===== src/hdl/stp_pkg.sv =====
// Shared constants and controller/datapath command and status types.
`timescale 1ns / 1ps
package stp_pkg;

	localparam int SIEVE_SPAN  = 65536;
	localparam int TABLE_DEPTH = 8192;
	localparam int BM_AW       = $clog2(SIEVE_SPAN);
	localparam int TB_AW       = $clog2(TABLE_DEPTH);
	localparam int CNT_W       = TB_AW + 1;
	localparam int NUM_W       = 16;
	localparam int BASE_W      = 30;
	localparam int MAG_W       = 27;
	localparam int CAND_W      = 32;
	localparam int DIV_CW      = $clog2(CAND_W + 1);

	localparam logic [CNT_W-1:0] TABLE_FULL = CNT_W'(TABLE_DEPTH);

	typedef struct packed {
		logic load_item;
		logic start_build;
		logic i_set2;
		logic i_inc;
		logic j_load;
		logic j_step;
		logic mul_i;
		logic mul_p;
		logic bm_wr1;
		logic bm_clr;
		logic bm_rd;
		logic tb_wr;
		logic tb_rd;
		logic idx_clr;
		logic idx_inc;
		logic p_load;
		logic divp_start;
		logic res_load;
		logic prime;
	} cmd_t;

	typedef struct packed {
		logic lim_lt2;
		logic i_eq_lim;
		logic prod_gt_lim;
		logic bm_bit;
		logic mark_last;
		logic table_full;
		logic cand_lt2;
		logic cand_23;
		logic cand_even;
		logic cand_div3;
		logic div_busy;
		logic rem_zero;
		logic idx_ge_count;
		logic prod_gt_cand;
		logic p_lt5;
		logic out_busy;
	} sts_t;

endpackage


===== src/hdl/stp_ctrl.sv =====
// Controller: sequences the sieve build and the trial-division test.
`timescale 1ns / 1ps
module stp_ctrl (
	input  logic          clk,
	input  logic          arst_n,
	input  logic          in_valid,
	input  logic          in_func,
	output logic          in_ready,
	output stp_pkg::cmd_t cmd,
	input  stp_pkg::sts_t sts
);
	localparam logic [4:0] S_IDLE    = 5'd0;
	localparam logic [4:0] S_B_START = 5'd1;
	localparam logic [4:0] S_B_INIT  = 5'd2;
	localparam logic [4:0] S_B_OUTER = 5'd3;
	localparam logic [4:0] S_B_OCHK  = 5'd4;
	localparam logic [4:0] S_B_OTEST = 5'd5;
	localparam logic [4:0] S_B_MARK  = 5'd6;
	localparam logic [4:0] S_B_SCAN  = 5'd7;
	localparam logic [4:0] S_B_SCHK  = 5'd8;
	localparam logic [4:0] S_T_PRE   = 5'd9;
	localparam logic [4:0] S_T_RD    = 5'd11;
	localparam logic [4:0] S_T_RDW   = 5'd12;
	localparam logic [4:0] S_T_SQ    = 5'd13;
	localparam logic [4:0] S_T_CMP   = 5'd14;
	localparam logic [4:0] S_T_DIV   = 5'd15;
	localparam logic [4:0] S_DONE    = 5'd16;

	logic [4:0] state_q, state_d;
	logic       res_q, res_d;

	assign in_ready = state_q == S_IDLE;

	always_comb begin
		cmd       = '0;
		cmd.prime = res_q;
		state_d   = state_q;
		res_d     = res_q;
		case (state_q)
			S_IDLE: begin
				if (in_valid) begin
					cmd.load_item = 1'b1;
					state_d = in_func ? S_T_PRE : S_B_START;
				end
			end
			S_B_START: begin
				cmd.start_build = 1'b1;
				res_d = 1'b0;
				state_d = sts.lim_lt2 ? S_DONE : S_B_INIT;
			end
			S_B_INIT: begin
				cmd.bm_wr1 = 1'b1;
				if (sts.i_eq_lim) begin
					cmd.i_set2 = 1'b1;
					state_d = S_B_OUTER;
				end else begin
					cmd.i_inc = 1'b1;
				end
			end
			S_B_OUTER: begin
				cmd.mul_i = 1'b1;
				state_d = S_B_OCHK;
			end
			S_B_OCHK: begin
				if (sts.prod_gt_lim) begin
					cmd.i_set2 = 1'b1;
					state_d = S_B_SCAN;
				end else begin
					cmd.bm_rd = 1'b1;
					state_d = S_B_OTEST;
				end
			end
			S_B_OTEST: begin
				if (sts.bm_bit) begin
					cmd.j_load = 1'b1;
					state_d = S_B_MARK;
				end else begin
					cmd.i_inc = 1'b1;
					state_d = S_B_OUTER;
				end
			end
			S_B_MARK: begin
				cmd.bm_clr = 1'b1;
				if (sts.mark_last) begin
					cmd.i_inc = 1'b1;
					state_d = S_B_OUTER;
				end else begin
					cmd.j_step = 1'b1;
				end
			end
			S_B_SCAN: begin
				cmd.bm_rd = 1'b1;
				state_d = S_B_SCHK;
			end
			S_B_SCHK: begin
				// once the table is full the scan runs on without storing
				cmd.tb_wr = sts.bm_bit && !sts.table_full;
				if (sts.i_eq_lim) begin
					state_d = S_DONE;
				end else begin
					cmd.i_inc = 1'b1;
					state_d = S_B_SCAN;
				end
			end
			S_T_PRE: begin
				if (sts.cand_lt2) begin
					res_d = 1'b0;
					state_d = S_DONE;
				end else if (sts.cand_23) begin
					res_d = 1'b1;
					state_d = S_DONE;
				end else if (sts.cand_even || sts.cand_div3) begin
					res_d = 1'b0;
					state_d = S_DONE;
				end else begin
					cmd.idx_clr = 1'b1;
					state_d = S_T_RD;
				end
			end
			S_T_RD: begin
				if (sts.idx_ge_count) begin
					res_d = 1'b1;
					state_d = S_DONE;
				end else begin
					cmd.tb_rd = 1'b1;
					state_d = S_T_RDW;
				end
			end
			S_T_RDW: begin
				cmd.p_load = 1'b1;
				state_d = S_T_SQ;
			end
			S_T_SQ: begin
				cmd.mul_p = 1'b1;
				state_d = S_T_CMP;
			end
			S_T_CMP: begin
				// (p-1)^2 above the candidate: p beyond isqrt+1, stop
				if (sts.prod_gt_cand) begin
					res_d = 1'b1;
					state_d = S_DONE;
				end else if (sts.p_lt5) begin
					cmd.idx_inc = 1'b1;
					state_d = S_T_RD;
				end else begin
					cmd.divp_start = 1'b1;
					state_d = S_T_DIV;
				end
			end
			S_T_DIV: begin
				if (!sts.div_busy) begin
					if (sts.rem_zero) begin
						res_d = 1'b0;
						state_d = S_DONE;
					end else begin
						cmd.idx_inc = 1'b1;
						state_d = S_T_RD;
					end
				end
			end
			S_DONE: begin
				if (!sts.out_busy) begin
					cmd.res_load = 1'b1;
					state_d = S_IDLE;
				end
			end
			default: begin
				state_d = S_IDLE;
			end
		endcase
	end

	always_ff @(posedge clk or negedge arst_n) begin
		if (!arst_n) begin
			state_q <= S_IDLE;
			res_q   <= 1'b0;
		end else begin
			state_q <= state_d;
			res_q   <= res_d;
		end
	end
endmodule


===== config.mk =====
export PLATFORM = sky130hd
export DESIGN_NAME = stp_ctrl
export DESIGN_NICKNAME = d
export VERILOG_FILES = /design/src/hdl/stp_pkg.sv /design/src/hdl/stp_ctrl.sv
export SDC_FILE = /design/constraint.sdc
export NUM_CORES = 1
export LEC_CHECK = 0
export BUFFER_PORTS_ARGS = -buffer_cell sky130_fd_sc_hd__buf_2
export CORE_AREA = 2 2 50 52
export CTS_BUF_LIST = sky130_fd_sc_hd__clkbuf_16
export DETAILED_ROUTE_END_ITERATION = 6
export DIE_AREA = 0 0 52 54
export PLACE_DENSITY = 0.75
export REMOVE_ABC_BUFFERS = 1
export SLEW_MARGIN = 20
export SYNTH_ARGS = -nofsm -noshare
export SYNTH_HDL_FRONTEND = slang
export SYNTH_SLANG_ARGS = --single-unit

===== constraint.sdc =====
create_clock -name clk -period 2.9 [get_ports clk]
set_clock_uncertainty 0.2 [all_clocks]
set_input_delay 0.58 -clock clk [delete_from_list [all_inputs] [get_ports clk]]
set_output_delay 0.58 -clock clk [all_outputs]
set_load 0.02 [all_outputs]

# [Word-level counts from Yosys, hierarchy flattened]
# Index checks and enable logic that the tools add are counted.
[totals] ff_bits=6 input_bits=20 wordCells=98 output_inout_bits=20
[classes] n_mux=64 n_eq_ne=24 reduce_logical=8
[op_table] op="$pmux W5 S16" n=1
[op_table] op="$mux W5" n=13
[op_table] op="$mux W1" n=41
[op_table] op="$eq A5 B4 Y1 const B" n=7
[op_table] op="$eq A5 B3 Y1 const B" n=4
[op_table] op="$ne A2 B2 Y1 const B" n=8
[op_table] op="$eq A5 B2 Y1 const B" n=2
[op_table] op="$mux W3" n=2
[op_table] op="$pmux W1 S2" n=3
[op_table] op="$reduce_and A6 Y1" n=1
[op_table] op="$eq A5 B1 Y1 const B" n=1
[op_table] op="$eq A5 B5 Y1 const B" n=1
[op_table] op="$logic_not A5 Y1" n=1
[op_table] op="$pmux W1 S5" n=1
[op_table] op="$reduce_and A5 Y1" n=1
[op_table] op="$reduce_bool A5 Y1" n=1
[op_table] op="$mux W4" n=1
[op_table] op="$ne A4 B4 Y1 const B" n=1
[op_table] op="$pmux W1 S3" n=1
[op_table] op="$mux W2" n=1
[op_table] op="$reduce_or A2 Y1" n=1
[op_table] op="$logic_and A1 B1 Y1" n=1
[op_table] op="$logic_not A1 Y1" n=1
[op_table] op="$logic_or A1 B1 Y1" n=1

# [Logic depth before layout (Yosys ltp)]
[logic_depth] ltp_word=5 mapped_depth=7 ltp_nobuf=5

# [Least setup slack after synthesis]
# No wires, ideal clock.
[synth_timing] path_type="register to output" from="register state_q[0]" to="output port in_ready" path_buffers=3 required_time_ns=2.120 slack_ns=0.416 path_stages_with_launch=6 arrival_ns=1.704 path_cell_list="dfrtp_1 -> buf_6 -> clkbuf_1 -> clkbuf_1 -> or3_1 -> nor3_1"
[synth_via] elab_chain_cells=1
[synth_lines] element="start: declaration" line_no="stp_ctrl.sv:29" source="logic [4:0] state_q, state_d;"
[synth_lines] element="start signal: assignment" line_no="stp_ctrl.sv:178" source="state_q <= state_d;"
[synth_lines] element="$logic_not A5 Y1" line_no="stp_ctrl.sv:32" source="assign in_ready = state_q == S_IDLE;"
[synth_lines] element="end: declaration" line_no="stp_ctrl.sv:8" source="output logic in_ready,"
# No other way between the ends.

==> impl_metrics.env <==
export IMPL_max_cap_violations=0
export IMPL_peakVddDrop_v=0.000434
export IMPL_hp_start="res_q"
export IMPL_gr_usage_met3_pct=3.61
export IMPL_path_class="flip-flop to output port"
export IMPL_setup_viol=0
export IMPL_die_area_mm2=0.00281
export IMPL_synthFlopType="dfrtp_1"
export IMPL_postSynthRegisterBits=6
export IMPL_slew_violations=0
export IMPL_min_period_over_period_pct=93.8
export IMPL_yosys_warnings=0
export IMPL_antenna_found_initial=0
export IMPL_die_w_um=52
export IMPL_postSynthCellCount=124
export IMPL_grt_pass1_wl_um=3940
export IMPL_start_util_pct=36.1
export IMPL_grt_ovfl_total=0
export IMPL_fp_coreArea_mm2=0.00232
export IMPL_fillers=227
export IMPL_r2r_cells=5
export IMPL_path_clk_slew_ps=30
export IMPL_num_vias=1081
export IMPL_synth_avg_cell_area_um2=6.76
export IMPL_arrival_ps=1940
export IMPL_grt_busiest_layer="met2"
export IMPL_rsz0062_at_grt="no"
export IMPL_numPortBuffers=39
export IMPL_grt_pass1_vias=952
export IMPL_status="complete, no violations"
export IMPL_fin_setup_tns_ps=0
export IMPL_htree_levels=1
export IMPL_tightest_slew_ps=634
export IMPL_syn_to_final_growth_pct=35.7
export IMPL_post_drt_wl_per_cell_um=13.1
export IMPL_nets=183
export IMPL_cts_tree="done"
export IMPL_io_pins=40
export IMPL_dp_final_hpwl_um=1900
export IMPL_r2r_end="res_q"
export IMPL_crit_fanout=20
export IMPL_cts_sink_count=6
export IMPL_timing_fmax_mhz=368
export IMPL_hold_viol=0
export IMPL_cp_end_kind="output port"
export IMPL_drc_errors=0
export IMPL_cts_hold_buf=1
export IMPL_drt_pass1_iter_count=4
export IMPL_dpl_cell_area_mm2=0.00105
export IMPL_mappedNetlistArea_um2=838
export IMPL_hold_class="flip-flop to flip-flop"
export IMPL_initialDrtViolationCount=23
export IMPL_use_met2_pct=32.5
export IMPL_synth_seq_area_share_pct=17.9
export IMPL_clk_latency_ps=230
export IMPL_synthArstFlopShare_pct=100
export IMPL_start_kind="flip-flop"
export IMPL_grt_util_met1_pct=22.2
export IMPL_whs_ps=302
export IMPL_synth_edff_count=0
export IMPL_synth_cell_type_count=39
export IMPL_maxSlewHeadroom_pct=57.8
export IMPL_fin_area_mm2=0.00114
export IMPL_clock_path_buffers=2
export IMPL_cts_repair_resized=0
export IMPL_min_period_ps=2720
export IMPL_reg2reg_slack_ps=550
export IMPL_totalPowerFinal_w=0.00101
export IMPL_required_ps=2120
export IMPL_place_gp_congestion=0.844
export IMPL_r2r_start="state_q[2]"
export IMPL_die_h_um=54
export IMPL_ant_nets=0
export IMPL_grt_use_total_pct=18.7
export IMPL_hold_path_depth=1
export IMPL_whs_endpoint="res_q"
export IMPL_rows=18
export IMPL_postCtsSetupRepairBufs=0
export IMPL_p_per_area_mw_per_mm2=889
export IMPL_drive_gt1_share_pct=33.5
export IMPL_leakage_nw=0.529
export IMPL_viasPerCell=5.66
export IMPL_cts_inserted_buffers=3
export IMPL_cts_root_buf="clkbuf_16"
export IMPL_diodes=0
export IMPL_grt_max_degree=26
export IMPL_finalWirelength_um=2510
## cell families (layout without fill, tap and decap cells)
family / after synthesis / count (layout) / share of synthesized area, %
buffers and inverters: 16 / 53 / 8.95
AO/OA/AOI/OAI: 30 / 30 / 24.8
AND/OR/NAND/NOR: 70 / 70 / 45.2
multiplexers: 2 / 2 / 3.13
flip-flops: 6 / 6 / 17.9
## through the flow
stage	setup slack [ps]	cells	utilization, %
floorplan	371	113	-
global placement	491	187	45.4
detailed placement	483	187	45.4
CTS	262	191	49.0
global route	78.4	191	49.0
finish	181	191	49.0
## synthesized netlist by cell type (3+ instances only)
cell / count / area share [%]
nor2_1: 15 / 6.7
or3_1: 3 / 2.2
nor4_1: 3 / 2.2
nand2_1: 10 / 4.5
inv_1: 5 / 2.2
nand2b_1: 3 / 2.2
nor3_1: 17 / 10
nand3b_1: 3 / 2.7
nor2b_1: 5 / 3.7
clkbuf_1: 4 / 1.8
o21ai_0: 6 / 3.6
buf_2: 3 / 1.8
a21oi_1: 7 / 4.2
dfrtp_1: 6 / 18
## where the power goes
part / internal (W) / total, W / switching [W] / leakage [nW]
Sequential: 0.000112 / 0.000154 / 0.0000420 / 0.0790
Combinational: 0.000252 / 0.000636 / 0.000384 / 0.413
Clock: 0.000177 / 0.000221 / 0.0000441 / 0.0370
## worst max-delay path by stage
stage	from	endpoint	slack [ps]	depth (start not counted)
5_1_grt	state_q[2]	cmd[4]	80	4
6_report	state_q[2]	cmd[2]	180	3
4_1_cts	state_q[2]	cmd[4]	260	4
2_1_floorplan	state_q[0]	cmd[2]	370	2
3_5_place_dp	sts[9]	cmd[5]	480	4
3_3_place_gp	sts[9]	cmd[5]	490	4
## cell type report
type                            count  area [um^2]  area share, %
Clock buffer                        3         75.1           6.60
Inverter                            5         18.8           1.65
Multi-Input combinational cell    102          613           53.9
Sequential cell                     6          150           13.2
Tap cell                           30         37.5           3.30
Timing Repair Buffer               45          243           21.3
## state kept, by name, indices dropped and copies added, names as in the netlist
signal,flops
state_q,5
res_q,1
## placed cells by master (no fill, tap or decap), types with 2 or more instances in the layout
| cell | netlist | routed |
|---|---|---|
| buf_2 | 3 | 39 |
| nor3_1 | 17 | 17 |
| nor2_1 | 15 | 15 |
| nand2_1 | 10 | 10 |
| a21oi_1 | 7 | 7 |
| o21ai_0 | 6 | 6 |
| dfrtp_1 | 6 | 6 |
| nor2b_1 | 5 | 5 |
| inv_1 | 5 | 5 |
| buf_4 | 1 | 5 |
| or3_1 | 3 | 3 |
| nand3b_1 | 3 | 3 |
| nor4_1 | 3 | 3 |
| nand2b_1 | 3 | 3 |
| clkbuf_16 | 0 | 3 |
| or4_1 | 2 | 2 |
| a211oi_1 | 2 | 2 |
| a31oi_1 | 2 | 2 |
| a22oi_1 | 2 | 2 |
| o31ai_1 | 2 | 2 |
| nand3_1 | 2 | 2 |
| o22ai_1 | 2 | 2 |
| o211ai_1 | 2 | 2 |
## critical path, cell delays in order, from the launching register on
cell and delay, ps:
dfrtp_1 740, nand2_1 260, nor4_1 460, buf_2 250
## metal layers
metal  part of all wire [%]  up-vias
li1                       -      531
met1                     40      495
met2                     51       53
met3                    8.1        2
met4                   0.64        0
met5                      0        -
No activity file was read; power rests on OpenSTA's default activity.
